`src/sv/bodlu_pkg.sv`:
```
// Shared types, constants and the locus decode function for the octal-decimal loci unit.
package bodlu_pkg;

   // Locus and digit geometry
   localparam int LOCUS_BITS   = 30;
   localparam int DIGIT_BITS   = 3;
   localparam int PEND_BITS    = LOCUS_BITS - 1;
   localparam int CNT_BITS     = 5;
   localparam int BYTE_BITS    = 8;
   localparam int ACC_BITS     = PEND_BITS + BYTE_BITS;
   localparam int INDEX_BITS   = 10;
   localparam int RSP_FLD_BITS = DIGIT_BITS + 3 * INDEX_BITS;
   localparam int RSP_DATA_W   = ((RSP_FLD_BITS + 7) / 8) * 8;

   // Default depth of the job queue between front and back
   localparam int QUEUE_DEPTH  = 4;

   // One accepted byte's worth of work: one or two loci
   typedef struct packed {
      logic [LOCUS_BITS-1:0] locus_a;
      logic                  final_a;
      logic                  has_b;
      logic [LOCUS_BITS-1:0] locus_b;
   } bodlu_job_type;

   // Three octal digits read as a decimal number
   function automatic logic [INDEX_BITS-1:0] dec3(input logic [3*DIGIT_BITS-1:0] d);
      logic [INDEX_BITS-1:0] h;
      logic [INDEX_BITS-1:0] t;
      logic [INDEX_BITS-1:0] o;
      h = INDEX_BITS'(d[8:6]);
      t = INDEX_BITS'(d[5:3]);
      o = INDEX_BITS'(d[2:0]);
      return h * 10'd100 + t * 10'd10 + o;
   endfunction

   // Locus to packed result data: selector, then three indexes, zero padded
   function automatic logic [RSP_DATA_W-1:0] locus_to_tdata(input logic [LOCUS_BITS-1:0] locus);
      logic [RSP_DATA_W-1:0] d;
      d = '0;
      d[2:0]   = locus[29:27];
      d[12:3]  = dec3(locus[26:18]);
      d[22:13] = dec3(locus[17:9]);
      d[32:23] = dec3(locus[8:0]);
      return d;
   endfunction

endpackage

```
`src/sv/bodlu_front.sv`:
```
// Bit gearbox: appends request bytes to pending bits and cuts out full or padded loci.
module bodlu_front import bodlu_pkg::*; (
   input  logic                 clock,
   input  logic                 reset,
   input  logic                 accept,
   input  logic [BYTE_BITS-1:0] data_byte,
   input  logic                 last_byte,
   output logic                 push,
   output bodlu_job_type        job
);

   logic [PEND_BITS-1:0] pending_bits_ff, pending_bits_in;
   logic [CNT_BITS-1:0]  pending_count_ff, pending_count_in;

   logic [ACC_BITS-1:0]   acc_w;
   logic [CNT_BITS:0]     sum_w;
   logic                  full_w;
   logic [2:0]            rest_w;
   logic [ACC_BITS-1:0]   rem_w;
   logic [CNT_BITS-1:0]   left_w;
   logic [ACC_BITS-1:0]   part_shift_w;
   logic [LOCUS_BITS-1:0] full_locus_w;
   logic [LOCUS_BITS-1:0] part_locus_w;

   // Append byte, split off a full locus if one completes
   always_comb begin
      acc_w        = {pending_bits_ff, data_byte};
      sum_w        = {1'b0, pending_count_ff} + (CNT_BITS+1)'(BYTE_BITS);
      full_w       = sum_w >= (CNT_BITS+1)'(LOCUS_BITS);
      rest_w       = 3'(sum_w - (CNT_BITS+1)'(LOCUS_BITS));
      full_locus_w = LOCUS_BITS'(acc_w >> rest_w);
      if (full_w) begin
         rem_w  = acc_w & ((ACC_BITS'(1) << rest_w) - ACC_BITS'(1));
         left_w = CNT_BITS'(rest_w);
      end else begin
         rem_w  = acc_w;
         left_w = sum_w[CNT_BITS-1:0];
      end
      // leftover bits moved to the top of a locus, zeros to the right
      part_shift_w = rem_w << (CNT_BITS'(LOCUS_BITS) - left_w);
      part_locus_w = part_shift_w[LOCUS_BITS-1:0];
   end

   // Job sent to the queue
   always_comb begin
      push        = accept && (full_w || last_byte);
      job.locus_b = part_locus_w;
      if (full_w) begin
         job.locus_a = full_locus_w;
         job.final_a = last_byte && (left_w == '0);
         job.has_b   = last_byte && (left_w != '0);
      end else begin
         job.locus_a = part_locus_w;
         job.final_a = 1'b1;
         job.has_b   = 1'b0;
      end
   end

   // Pending state update; stream end clears it
   always_comb begin
      pending_bits_in  = pending_bits_ff;
      pending_count_in = pending_count_ff;
      if (accept) begin
         if (last_byte) begin
            pending_bits_in  = '0;
            pending_count_in = '0;
         end else begin
            pending_bits_in  = rem_w[PEND_BITS-1:0];
            pending_count_in = left_w;
         end
      end
   end

   always_ff @(posedge clock) begin
      if (reset) begin
         pending_bits_ff  <= '0;
         pending_count_ff <= '0;
      end else begin
         pending_bits_ff  <= pending_bits_in;
         pending_count_ff <= pending_count_in;
      end
   end

endmodule

```
`src/sv/bodlu_queue.sv`:
```
// Small job queue between the gearbox and the result stage.
module bodlu_queue import bodlu_pkg::*; #(
   parameter int DEPTH = QUEUE_DEPTH
) (
   input  logic          clock,
   input  logic          reset,
   input  logic          push,
   input  bodlu_job_type push_job,
   output logic          in_ready,
   input  logic          pop,
   output logic          out_valid,
   output bodlu_job_type out_job
);

   localparam int AW = (DEPTH > 1) ? $clog2(DEPTH) : 1;
   localparam int CW = $clog2(DEPTH + 1);

   bodlu_job_type   mem_ff [DEPTH];
   logic [AW-1:0]   wr_ptr_ff, wr_ptr_in;
   logic [AW-1:0]   rd_ptr_ff, rd_ptr_in;
   logic [CW-1:0]   count_ff, count_in;

   assign in_ready  = count_ff != CW'(DEPTH);
   assign out_valid = count_ff != '0;
   assign out_job   = mem_ff[rd_ptr_ff];

   // Pointer and fill count update
   always_comb begin
      wr_ptr_in = wr_ptr_ff;
      rd_ptr_in = rd_ptr_ff;
      count_in  = count_ff;
      if (push) begin
         wr_ptr_in = (wr_ptr_ff == AW'(DEPTH - 1)) ? '0 : wr_ptr_ff + AW'(1);
      end
      if (pop) begin
         rd_ptr_in = (rd_ptr_ff == AW'(DEPTH - 1)) ? '0 : rd_ptr_ff + AW'(1);
      end
      if (push && !pop) begin
         count_in = count_ff + CW'(1);
      end else if (pop && !push) begin
         count_in = count_ff - CW'(1);
      end
   end

   always_ff @(posedge clock) begin
      if (reset) begin
         wr_ptr_ff <= '0;
         rd_ptr_ff <= '0;
         count_ff  <= '0;
      end else begin
         wr_ptr_ff <= wr_ptr_in;
         rd_ptr_ff <= rd_ptr_in;
         count_ff  <= count_in;
      end
   end

   // Storage
   always_ff @(posedge clock) begin
      if (push) begin
         mem_ff[wr_ptr_ff] <= push_job;
      end
   end

endmodule

```
`src/sv/bodlu_back.sv`:
```
// Result stage: decodes loci into selector and decimal indexes, one response per cycle while rsp_tready allows.
module bodlu_back import bodlu_pkg::*; (
   input  logic                  clock,
   input  logic                  reset,
   input  logic                  q_valid,
   input  bodlu_job_type         q_job,
   output logic                  pop,
   output logic                  rsp_tvalid,
   input  logic                  rsp_tready,
   output logic [RSP_DATA_W-1:0] rsp_tdata,
   output logic                  rsp_tlast
);

   logic                  rsp_valid_ff, rsp_valid_in;
   logic [RSP_DATA_W-1:0] rsp_data_ff, rsp_data_in;
   logic                  rsp_last_ff, rsp_last_in;
   logic                  b_pend_ff, b_pend_in;
   logic [LOCUS_BITS-1:0] b_locus_ff, b_locus_in;
   logic                  out_free_w;

   assign out_free_w = !rsp_valid_ff || rsp_tready;
   assign pop        = q_valid && !b_pend_ff && out_free_w;
   assign rsp_tvalid = rsp_valid_ff;
   assign rsp_tdata  = rsp_data_ff;
   assign rsp_tlast  = rsp_last_ff;

   // Output register load: held second locus first, then the queue head
   always_comb begin
      rsp_valid_in = rsp_valid_ff;
      rsp_data_in  = rsp_data_ff;
      rsp_last_in  = rsp_last_ff;
      b_pend_in    = b_pend_ff;
      b_locus_in   = b_locus_ff;
      if (out_free_w) begin
         if (b_pend_ff) begin
            rsp_valid_in = 1'b1;
            rsp_data_in  = locus_to_tdata(b_locus_ff);
            rsp_last_in  = 1'b1;
            b_pend_in    = 1'b0;
         end else if (q_valid) begin
            rsp_valid_in = 1'b1;
            rsp_data_in  = locus_to_tdata(q_job.locus_a);
            rsp_last_in  = q_job.final_a;
            b_pend_in    = q_job.has_b;
            b_locus_in   = q_job.locus_b;
         end else begin
            rsp_valid_in = 1'b0;
         end
      end
   end

   always_ff @(posedge clock) begin
      if (reset) begin
         rsp_valid_ff <= 1'b0;
         b_pend_ff    <= 1'b0;
      end else begin
         rsp_valid_ff <= rsp_valid_in;
         b_pend_ff    <= b_pend_in;
      end
   end

   always_ff @(posedge clock) begin
      rsp_data_ff <= rsp_data_in;
      rsp_last_ff <= rsp_last_in;
      b_locus_ff  <= b_locus_in;
   end

endmodule

```
`src/sv/bytes_to_octal_decimal_loci_unit.sv`:
```
// Top level of the byte stream to octal-decimal loci unit.
// Takes one byte per cycle, MSB first, and packs the bits into 30-bit loci; each locus
// comes out as a 3-bit kind selector and three indexes 000-777 (three octal digits read
// as decimal). On the byte flagged by req_tlast a partial locus is zero padded, the last
// locus carries rsp_tlast, and the bit state restarts for the next stream. A byte enters
// every cycle while the job queue has room; responses leave one per cycle while rsp_tready
// is high, and a stream end with two loci holds the back side for its second locus, which
// the queue absorbs. A request passes the queue write and then the output register.
module bytes_to_octal_decimal_loci_unit import bodlu_pkg::*; #(
   parameter int DEPTH = QUEUE_DEPTH
) (
   input  logic                  clock,
   input  logic                  reset,
   input  logic                  req_tvalid,
   output logic                  req_tready,
   input  logic [BYTE_BITS-1:0]  req_tdata,   // [7:0] data_byte
   input  logic                  req_tlast,   // last_byte
   output logic                  rsp_tvalid,
   input  logic                  rsp_tready,
   output logic [RSP_DATA_W-1:0] rsp_tdata,   // [2:0] kind_selector, [12:3] index_one,
                                              // [22:13] index_two, [32:23] index_three
   output logic                  rsp_tlast    // final_locus
);

   logic          accept_w;
   logic          push_w;
   bodlu_job_type push_job_w;
   logic          q_ready_w;
   logic          q_valid_w;
   bodlu_job_type q_job_w;
   logic          pop_w;

   assign req_tready = q_ready_w;
   assign accept_w   = req_tvalid && q_ready_w;

   bodlu_front u_front (
      .clock     (clock),
      .reset     (reset),
      .accept    (accept_w),
      .data_byte (req_tdata),
      .last_byte (req_tlast),
      .push      (push_w),
      .job       (push_job_w)
   );

   bodlu_queue #(
      .DEPTH (DEPTH)
   ) u_queue (
      .clock     (clock),
      .reset     (reset),
      .push      (push_w),
      .push_job  (push_job_w),
      .in_ready  (q_ready_w),
      .pop       (pop_w),
      .out_valid (q_valid_w),
      .out_job   (q_job_w)
   );

   bodlu_back u_back (
      .clock      (clock),
      .reset      (reset),
      .q_valid    (q_valid_w),
      .q_job      (q_job_w),
      .pop        (pop_w),
      .rsp_tvalid (rsp_tvalid),
      .rsp_tready (rsp_tready),
      .rsp_tdata  (rsp_tdata),
      .rsp_tlast  (rsp_tlast)
   );

`ifndef ASSERT_OFF
   // a stream end always produces a job
   a_last_pushes: assert property (@(posedge clock) disable iff (reset)
      (req_tvalid && req_tready && req_tlast) |-> push_w)
      else $error("stream end produced no job");

   // queue never written when full
   a_no_overflow: assert property (@(posedge clock) disable iff (reset)
      push_w |-> q_ready_w)
      else $error("job queue overflow");

   // pop only from a non-empty queue
   a_no_underflow: assert property (@(posedge clock) disable iff (reset)
      pop_w |-> q_valid_w)
      else $error("job queue underflow");

   // no response right after reset
   a_reset_quiet: assert property (@(posedge clock)
      $past(reset) |-> !rsp_tvalid)
      else $error("response valid after reset");
`endif

endmodule

```
`config.mk`:
```
export PLATFORM = sky130hd
export DESIGN_NAME = bytes_to_octal_decimal_loci_unit
export DESIGN_NICKNAME = d
export VERILOG_FILES = /design/src/sv/bodlu_pkg.sv /design/src/sv/bodlu_front.sv /design/src/sv/bodlu_queue.sv /design/src/sv/bodlu_back.sv /design/src/sv/bytes_to_octal_decimal_loci_unit.sv
export SDC_FILE = /design/constraint.sdc
export NUM_CORES = 1
export LEC_CHECK = 0
export BUFFER_PORTS_ARGS = -buffer_cell sky130_fd_sc_hd__buf_2
export CAP_MARGIN = 20
export CORE_MARGIN = 2
export CORE_UTILIZATION = 52
export DETAILED_ROUTE_END_ITERATION = 6
export PLACE_DENSITY = 0.73
export SLEW_MARGIN = 20
export SYNTH_ARGS = -nofsm -noshare
export SYNTH_HDL_FRONTEND = slang
export SYNTH_SLANG_ARGS = --single-unit
```
`constraint.sdc`:
```
create_clock -name clock -period 10.5 [get_ports clock]
set_input_delay 1.05 -clock clock [delete_from_list [all_inputs] [get_ports clock]]
set_output_delay 1.05 -clock clock [all_outputs]
set_load 0.01 [all_outputs]
```
# Word level (Yosys, flattened, before mapping)
# Memories as Yosys holds them, arrays and structs flattened. A register that Yosys moved wholly into a read port is not among the register bits.
# Index checks and enable logic that the tools add are counted.
dict set report op_classes {
  addsub 20
  n_mul 12
  n_lt_le_gt_ge 1
  eq_ne 3
  shifts 3
  mux 20
  n_bitwise 2
  reduce_logical 21
}
# cell n
set ops {}
lappend ops {{33-bit two-way mux} 2}
lappend ops {{10-bit by 3-bit adder with 10-bit output} 6}
lappend ops {{10-bit by 7-bit adder with 10-bit output} 6}
lappend ops {{3-bit by 5-bit multiplier with 8-bit output (second input constant)} 6}
lappend ops {{37-bit bitwise AND} 1}
lappend ops {{37-bit two-way mux} 1}
lappend ops {{1-bit by 3-bit left shift with 37-bit output (first input constant)} 1}
lappend ops {{37-bit by 5-bit left shift with 30-bit output} 1}
lappend ops {{37-bit by 3-bit >> shifter with 30-bit output} 1}
lappend ops {{37-bit by 1-bit subtractor with 37-bit output (second input constant)} 1}
lappend ops {{3-bit by 3-bit multiplier with 6-bit output (second input constant)} 6}
lappend ops {{32-bit two-way mux} 1}
lappend ops {{29-bit two-way mux} 1}
lappend ops {{5-bit two-way mux} 2}
lappend ops {{1-bit logical AND} 8}
lappend ops {{2-bit two-way mux} 4}
lappend ops {{1-bit two-way mux} 7}
lappend ops {{5-bit by 4-bit adder with 6-bit output (second input constant)} 1}
lappend ops {{6-bit by 5-bit >= comparator with 1-bit output (second input constant)} 1}
lappend ops {{3-bit two-way mux} 2}
lappend ops {{5-bit logical NOT} 1}
lappend ops {{5-bit nonzero test} 1}
lappend ops {{5-bit subtractor (first input constant)} 1}
lappend ops {{2-bit by 1-bit adder with 2-bit output (second input constant)} 2}
lappend ops {{other kinds (12)} 18}
dict set report word_totals {
  reg_bits 107
  mem_bits_rw 248
  input_bits 13
  n_memories 1
}
# name depth width rd rd_ports_with_merged_regs write_ports line_no
set mem_list {}
lappend mem_list {u_queue.mem_ff 4 62 1 1 1 bodlu_queue.sv:18} ;# bodlu_job_type mem_ff [DEPTH];

# Depth between registers and ports, before layout
# Gate-level depths: netlist of the first run.
dict set report depth {
  word_depth 8
  ltp_mapped 16
}

# By module
# From an unflattened synthesis of the first run, not the netlist that was laid out.
dict set report hier_totals {
  cells_unflattened 1418
  area_unflattened_um2 19037.0
}
# mod n_inst cells_per_inst area_each_um2 seq_area_each_um2
set modules_own_cells {}
lappend modules_own_cells {bodlu_queue 1 369 9457.8 7627.3}
lappend modules_own_cells {bodlu_back 1 439 5180.0 1961.9}
lappend modules_own_cells {bodlu_front 1 609 4393.0 640.6}
lappend modules_own_cells {bytes_to_octal_decimal_loci_unit 1 1 6.3 0.0}

# Worst setup path before layout of the first run
# Ideal clock, no wire load.
dict set report synth_timing {
  path_type {input to register}
  startpoint {input rsp_tready}
  endpoint {register u_queue.count_ff[2]}
  setup_time_ps 70
  t_arrival_ps 4744
  required_time_ps 10430
  path_slack_ps 5686
  path_stages 9
  cell_sequence {nor2b_1 -> nor3_1 -> inv_1 -> ha_1 -> inv_1 -> fa_1 -> xor2_1 -> or3_1 -> a21oi_1}
}
dict set report synth_via {
  elab_chain_cells 5
  word_cells_on_any_way 7
  classes_between {mux: 1; reduce/logical: 6}
}
# item line_no
set synth_rtl {}
lappend synth_rtl {{from (decl)} bytes_to_octal_decimal_loci_unit.sv:19} ;# input logic rsp_tready,
lappend synth_rtl {{1-bit logical OR *} bodlu_back.sv:21} ;# assign out_free_w = !rsp_valid_ff || rsp_tready;
lappend synth_rtl {{1-bit logical AND *} bodlu_back.sv:22} ;# assign pop = q_valid && !b_pend_ff && out_free_w;
lappend synth_rtl {{1-bit logical NOT} bodlu_queue.sv:38} ;# if (push && !pop) begin
lappend synth_rtl {{1-bit logical AND} bodlu_queue.sv:38}
lappend synth_rtl {{3-bit two-way mux / 2-bit nonzero test (equally long branches)} --}
lappend synth_rtl {{to (signal assigned)} bodlu_queue.sv:53} ;# count_ff <= count_in;
lappend synth_rtl {{to (decl)} bodlu_queue.sv:21} ;# logic [CW-1:0] count_ff, count_in;
# Every way passes the cells marked *; elsewhere a longest branch is shown, timed or not.
# A chain may end at the register's enable or synchronous reset.

==> metrics.md, run 1 <==
| Metric | Value |
|---|---|
| Status | `finished with violations` |
| Most used DFF post-synth | `edfxtp_1` |
| Clock-pin slew on the worst setup and hold paths | `0.06 ns` |
| Initial antenna violation count | `0` |
| Post-synthesis register bit count | `355` |
| Reg2reg setup slack | `5.92 ns` |
| Rel. slew slack | `0.3117` |
| Slew Limit Fails | `0` |
| Post-synth EDFFs | `312` |
| Peak supply drop | `0.0001432 V` |
| Crit Path Class | `reg -> reg` |
| Syn Area/Cell | `13.29 um^2` |
| Synth unique cells | `90` |
| Core outline area | `35660 um^2` |
| Pwr dens | `277.8 nW/um^2` |
| Share of the synthesized area in the top cell type | `0.4973` |
| Min Tclk post-route | `4.583 ns` |
| Critical path destination | `u_queue.mem_ff[1][49]` |
| Post-CTS resize count | `0` |
| Worst reg2reg path startpoint | `u_front.pending_count_ff[1]` |
| Hold-fix buffers at CTS | `0` |
| Final Non-Filler Cells | `1946` |
| Layout cells sized above 1 | `0.1724` |
| Synth warnings | `0` |
| Pin count of the biggest net entering global routing | `63` |
| Worst skew pair latency | `0.55 ns` |
| Vias in the first global route | `12159` |
| Setup_tns | `0 ns` |
| Synth area leader | `edfxtp_1` |
| Worst R2R Path Depth | `12` |
| DP HPWL | `31040 um` |
| GRT Total Usage | `0.2469` |
| CP Launch Point | `u_front.pending_count_ff[1]` |
| Worst path cell trace | `inv_1 -> ha_2 -> buf_4 -> ha_1 -> inv_1 -> fa_1 -> nor2b_1 -> or4b_1 -> a31o_2 -> o31ai_1 -> o21ai_0 -> a32oi_1` |
| First-pass GRT wire length | `71480 um` |
| Top cell by count, worst path | `inv_1` |
| R2R Path End | `u_queue.mem_ff[1][49]` |
| Mapped Cells | `1417` |
| Diode count | `0` |
| Die ar. | `37770 um^2` |
| Global placement routability congestion | `0.9529` |
| Mapped cell area | `18840 um^2` |
| Die Y | `194.3 um` |
| Max Cap Viol | `0` |
| Top post-synthesis cells by area | `edfxtp_1, ha_1, mux4_2` |
| Crit. End Element | `register` |
| Failing checks | `design-rule violations` |
| CTS tree | `done` |
| Met1 wire length | `19760 um` |
| WHS | `0.4611 ns` |
| IO Port Bufs | `48` |
| Die Wd | `194.3 um` |
| Min-delay worst type | `reg -> reg` |
| CTS Sinks | `355` |
| Worst Setup Start Kind | `register` |
| Slew at the pin closest to its max-slew limit | `1.025 ns` |
| CTS Buf Count | `39` |
| Utilization after layout | `0.5786` |
| Top layer in use | `met4` |
| Final hold viol count | `0` |
| WP data required | `10.81 ns` |
| Number of I/O pins | `56` |
| Initial core utilization | `0.5283` |
| Cell Rows | `69` |
| Slowest stage delay, CP | `0.70 ns` |
| Cells after DPL | `1878` |
| Post-synthesis sequential area ratio | `0.5430` |
| WP data arrival | `4.89 ns` |
| TritonRoute pass-1 iters | `7` |
| Vias | `12102` |
| Detail Route Antenna Nets | `0` |
| Root Buffer | `clkbuf_16` |
| Met2 WL | `21690 um` |
| Async S/R FF share, synth | `0` |
| Leak pwr | `7.580 nW` |
| WL/cell | `23.31 um` |
| Fmax | `218.2 MHz` |
| Final setup vio count | `0` |
| Routed wl met3 | `2838 um` |
| Area Growth Syn to Fin | `9.511%` |
| Post-CTS Setup Inserts | `0` |
| Drt initial violations | `1073` |
| CTS max path bufs | `3` |
| Routed WL | `45360 um` |
| Final worst path period share | `0.4365` |
| Net count, final | `1612` |
| Vias per cell | `6.219` |
| Number of H-tree levels | `2` |
| Crit-path max FO | `34` |
| CP max stage cell | `dfxtp_2` |
| RSZ-0062 raised after global routing | `no` |
| Layout Skew | `0.02617 ns` |
| DRC | `9` |
| GR Overflow Total | `0` |
routing by layer:
metal / GRT usage / up-vias
li1: - / 5512
met1: 0.3439 / 6056
met2: 0.3978 / 455
met3: 0.04182 / 79
met4: 0.08120 / 0
met5: 0 / -
power by group:
| group | internal [mW] | total [mW] | switching (mW) |
|---|---|---|---|
| combinational | 1.11 | 2.46 | 1.36 |
| clock | 0.732 | 1.27 | 0.537 |
| sequential | 1.88 | 2.00 | 0.115 |
per-stage QoR:
step | instance area, um^2 | setup WS, ns | total power [mW]
finish | 20630 | 5.917 | 5.731
global route | 20630 | 5.593 | 6.191
CTS | 20610 | 6.002 | 5.788
detailed placement | 19420 | 6.035 | 4.486
global placement | 19420 | 6.069 | 4.412
floorplan | 18890 | 5.686 | 3.858
flip-flops by register name, indices dropped and copies added (netlist names), named ones only:
name / cells
u_queue.rd_ptr_ff: 2
u_front.pending_bits_ff: 28
u_queue.count_ff: 3
u_front.pending_count_ff: 4
u_queue.mem_ff: 248
u_back.rsp_tdata: 33
u_back.b_locus_ff: 30
u_queue.wr_ptr_ff: 2
u_back.rsp_tlast: 1
u_back.b_pend_ff: 1
u_back.rsp_tvalid: 1
cell usage in the layout, fill, tap and decap left out, types with 5 or more instances in the layout:
cell / n
or3_1: 11
o21a_1: 6
buf_2: 48
inv_1: 66
fa_1: 14
nor2b_1: 16
o21ai_0: 51
a21oi_1: 69
buf_4: 20
a211oi_1: 15
clkbuf_16: 39
nand2b_1: 6
or2_2: 5
a22oi_1: 22
xnor2_1: 22
clkinv_1: 10
mux2i_1: 41
a221o_1: 5
a21boi_0: 9
o22ai_1: 13
nand2_1: 95
a32oi_1: 5
mux2_2: 18
nor3_1: 27
edfxtp_1: 312
mux4_2: 66
o211ai_1: 16
xor2_1: 11
nor2_1: 87
dfxtp_1: 40
o21ai_1: 8
conb_1: 17
a21o_1: 11
nand3_1: 31
o2111ai_1: 6
ha_1: 125
o32ai_1: 5
how the worst min path moves through the flow:
stage / end / start / slack [ns] / cells past startpoint
after floorplan: u_front.pending_bits_ff[27] / u_front.pending_bits_ff[27] / 0.43 / 2
after detailed placement: u_front.pending_bits_ff[27] / u_front.pending_bits_ff[27] / 0.45 / 2
after global routing: u_front.pending_bits_ff[24] / u_front.pending_bits_ff[24] / 0.49 / 2
after CTS: u_front.pending_bits_ff[27] / u_front.pending_bits_ff[27] / 0.46 / 2
after global placement: u_front.pending_bits_ff[24] / u_front.pending_bits_ff[24] / 0.45 / 2
final: u_front.pending_bits_ff[27] / u_front.pending_bits_ff[27] / 0.46 / 2
cell usage after synthesis, drive strengths merged, types with 6 or more instances:
cell     number
a21oi        70
a21boi        9
o211ai       16
dfxtp        43
mux2i        41
o31ai         6
nand3        31
a221o         6
or2           7
a22oi        22
nor2b        16
nand2b        6
a21o         11
xnor2        22
a2111oi       7
fa           14
and3          7
buf          51
nor3         29
clkbuf       32
o21a          6
inv          66
a211oi       16
xor2         12
edfxtp      312
nor2         91
mux2         20
o21ai        59
nand2        96
ha          126
or3          11
o22ai        14
mux4         66
o2111ai       6
worst max-delay path: cells and delay by family, from the launching register on:
| kind | cells | cell delay [ns] |
|---|---|---|
| fa+ha+maj | 3 | 1.33 |
| compound gates | 4 | 0.94 |
| simple gates | 2 | 0.72 |
| flops | 1 | 0.70 |
| buf+inv | 3 | 0.63 |
final cells by class:
class	instances	area, um^2
clock inverters	24	195.2
well taps	461	576.8
fillers	2799	15030
flip-flops and latches	355	10240
multi-input cells	927	7969
clock buffers	43	991.0
inverters	67	251.5
repair buffers	69	410.4
kinds of logic (layout without fill, tap and decap cells):
| group | count (synthesis) | after routing | synth area share |
|---|---|---|---|
| multiplexers | 127 | 127 | 0.1130 |
| AND/OR/NAND/NOR | 319 | 319 | 0.08136 |
| buffers and inverters | 150 | 203 | 0.03826 |
| adder cells (fa/ha/maj) | 140 | 140 | 0.09857 |
| other | 2 | 17 | 0.0003987 |
| flip-flops | 355 | 355 | 0.5430 |
| AO/OA/AOI/OAI | 290 | 290 | 0.1085 |
| XOR/XNOR | 34 | 34 | 0.01680 |
No activity file was read; power rests on OpenSTA's default activity.
==> run 2: changes to the inputs <==
--- a/config.mk
+++ b/config.mk
@@ -10,7 +10,7 @@
 export CORE_MARGIN = 2
 export CORE_UTILIZATION = 52
 export DETAILED_ROUTE_END_ITERATION = 6
-export PLACE_DENSITY = 0.73
+export PLACE_DENSITY = 0.76
 export SLEW_MARGIN = 20
 export SYNTH_ARGS = -nofsm -noshare
 export SYNTH_HDL_FRONTEND = slang
==> constraint.sdc (replaced) <==
create_clock -name clock -period 3.8 [get_ports clock]
set_input_delay 0.38 -clock clock [delete_from_list [all_inputs] [get_ports clock]]
set_output_delay 0.38 -clock clock [all_outputs]
set_load 0.01 [all_outputs]
==> run 2 against run 1 <==
  * The flow still finishes with violations (design-rule violations)
  * Critical path depth did not move
  * Hold slack got worse by 0.29 ns
  * Via count rose by 3.4%
  * Sequential power increased to 2.7 times the previous value
  * Critical path type unchanged
==> metrics.md, run 2 (synthesis gave the netlist of run 1 again) <==
| Metric | Value |
|---|---|
| Setup_tns | `0 ns` |
| Peak supply drop | `0.0003902 V` |
| Number of H-tree levels | `2` |
| Status | `finished with violations` |
| CP top delay family | `adder cells` |
| Die Wd | `194.3 um` |
| Post-CTS resize count | `0` |
| Crit. End Element | `register` |
| Detail Route Antenna Nets | `0` |
| Slew at the pin closest to its max-slew limit | `0.8746 ns` |
| Worst Setup Start Kind | `register` |
| Min Tclk post-route | `3.564 ns` |
| Fmax | `280.6 MHz` |
| Fin area | `21310 um^2` |
| Layout cells sized above 1 | `0.2054` |
| Final worst path period share | `0.9379` |
| Crit-path max FO | `9` |
| Die Y | `194.3 um` |
| Biggest register | `u_queue.mem_ff` |
| Slowest stage delay, CP | `0.51 ns` |
| CP max stage cell | `mux4_2` |
| Placed Area | `20020 um^2` |
| Crit Path Class | `reg -> reg` |
| Leak pwr | `7.954 nW` |
| Initial antenna violation count | `0` |
| Worst skew pair latency | `0.56 ns` |
| Min-delay worst type | `in -> reg` |
| CTS Buf Count | `37` |
| Worst path buffer plus inverter count | `1` |
| First-pass GRT wire length | `73580 um` |
| CTS Sinks | `355` |
| Die ar. | `37770 um^2` |
| Number of flip-flops in the largest register | `248` |
| Vias per cell | `6.242` |
| Pwr dens | `761.9 nW/um^2` |
| CTS tree | `done` |
| WP data required | `4.08 ns` |
| Utilization after layout | `0.5977` |
| Failing checks | `design-rule violations` |
| Rel. slew slack | `0.4125` |
| Net count, final | `1668` |
| Diode count | `0` |
| RSZ-0062 raised after global routing | `no` |
| IO Port Bufs | `48` |
| Commonest non-fill, non-tap cell in the layout | `edfxtp_1` |
| Worst path cell trace | `buf_4 -> mux4_2 -> ha_1 -> ha_1 -> ha_1 -> ha_1 -> nor2b_1 -> o21ai_0 -> a21boi_0 -> o21ai_0 -> a21oi_1 -> nand4b_1` |
| Global placement routability congestion | `1.043` |
| WL/cell | `23.57 um` |
| CTS max path bufs | `3` |
| Layout Skew | `0.02697 ns` |
| Drt initial violations | `1215` |
| Final setup vio count | `0` |
| DRC | `7` |
| TritonRoute pass-1 iters | `7` |
| Root Buffer | `clkbuf_16` |
| Cell Rows | `69` |
| GRT Total Usage | `0.2555` |
| Routed WL | `47230 um` |
| Total power | `16.24 mW` |
| Clock-pin slew on the worst setup and hold paths | `0.06 ns` |
| Initial core utilization | `0.5283` |
| Pin count of the biggest net entering global routing | `74` |
| Top cell by count, worst path | `ha_1` |
| Fillcell total | `2738` |
| Vias | `12508` |
| Slew Limit Fails | `0` |
| Number of I/O pins | `56` |
| GR Overflow Total | `0` |
| WP data arrival | `3.84 ns` |
| Vias in the first global route | `12584` |
| Area Growth Syn to Fin | `13.12%` |
| Core outline area | `35660 um^2` |
| Final hold viol count | `0` |
| DP HPWL | `32740 um` |
| Max Cap Viol | `0` |
| Most frequent cells in the layout | `edfxtp_1, ha_1, nand2_1` |
## run 2: power by group
| part | leakage, nW | switching, mW | internal [mW] |
|---|---|---|---|
| Combinational | 4.08 | 3.88 | 3.22 |
| Clock | 0.598 | 1.52 | 2.13 |
| Sequential | 3.28 | 0.291 | 5.20 |
| Total | 7.95 | 5.69 | 10.5 |
## run 2: layout make-up
type | count | area [um^2] | share of cell area
Clock buffer | 46 | 1022 | 0.04797
Clock inverter | 21 | 205.2 | 0.009629
Inverter | 67 | 251.5 | 0.01180
Multi-Input combinational cell | 927 | 7973 | 0.3741
Sequential cell | 355 | 10240 | 0.4803
Tap cell | 461 | 576.8 | 0.02707
Timing Repair Buffer | 127 | 1046 | 0.04908
## run 2: path summary, 6_finish.rpt
kind | startpoint | to | slack [ns] | cells past startpoint
max | register | u_back.rsp_tdata[21] | 0.24 | 12
min | req_tdata[0] | u_front.pending_bits_ff[0] | 0.17 | 3
max reg2reg | register | u_back.rsp_tdata[21] | 0.24 | 12
min reg2reg | u_front.pending_bits_ff[27] | u_front.pending_bits_ff[27] | 0.47 | 2
## run 2: repair_timing
| item | 4_1_cts | 5_1_grt |
|---|---|---|
| endpoints found under the setup margin | 0 | 1 |
| setup buffers | 0 | 6 |
| hold buffers | 0 | 0 |
## run 2: tightest hold or removal path, stage by stage
cell and delay (ns):
buf_2 0.14, nand3_1 0.08, a21oi_1 0.06
## run 2: metal layers
metal	GRT usage	wire length [um]	up-vias
met3	0.04824	3637	123
met5	0	0	-
met2	0.4047	22020	619
met4	0.1020	1819	0
li1	-	-	5622
met1	0.3512	19750	6144
## run 2: through the flow
| step | hold slack [ns] | std cells | setup slack, ns |
|---|---|---|---|
| 2_1_floorplan | 0.4289 | 1432 | 0.01452 |
| 3_3_place_gp | 0.4464 | 1930 | 0.2259 |
| 3_5_place_dp | 0.4552 | 1930 | 0.2197 |
| 4_1_cts | 0.1378 | 1997 | 0.1698 |
| 5_1_grt | 0.1703 | 2004 | 0.04183 |
| 6_report | 0.1685 | 2004 | 0.2361 |
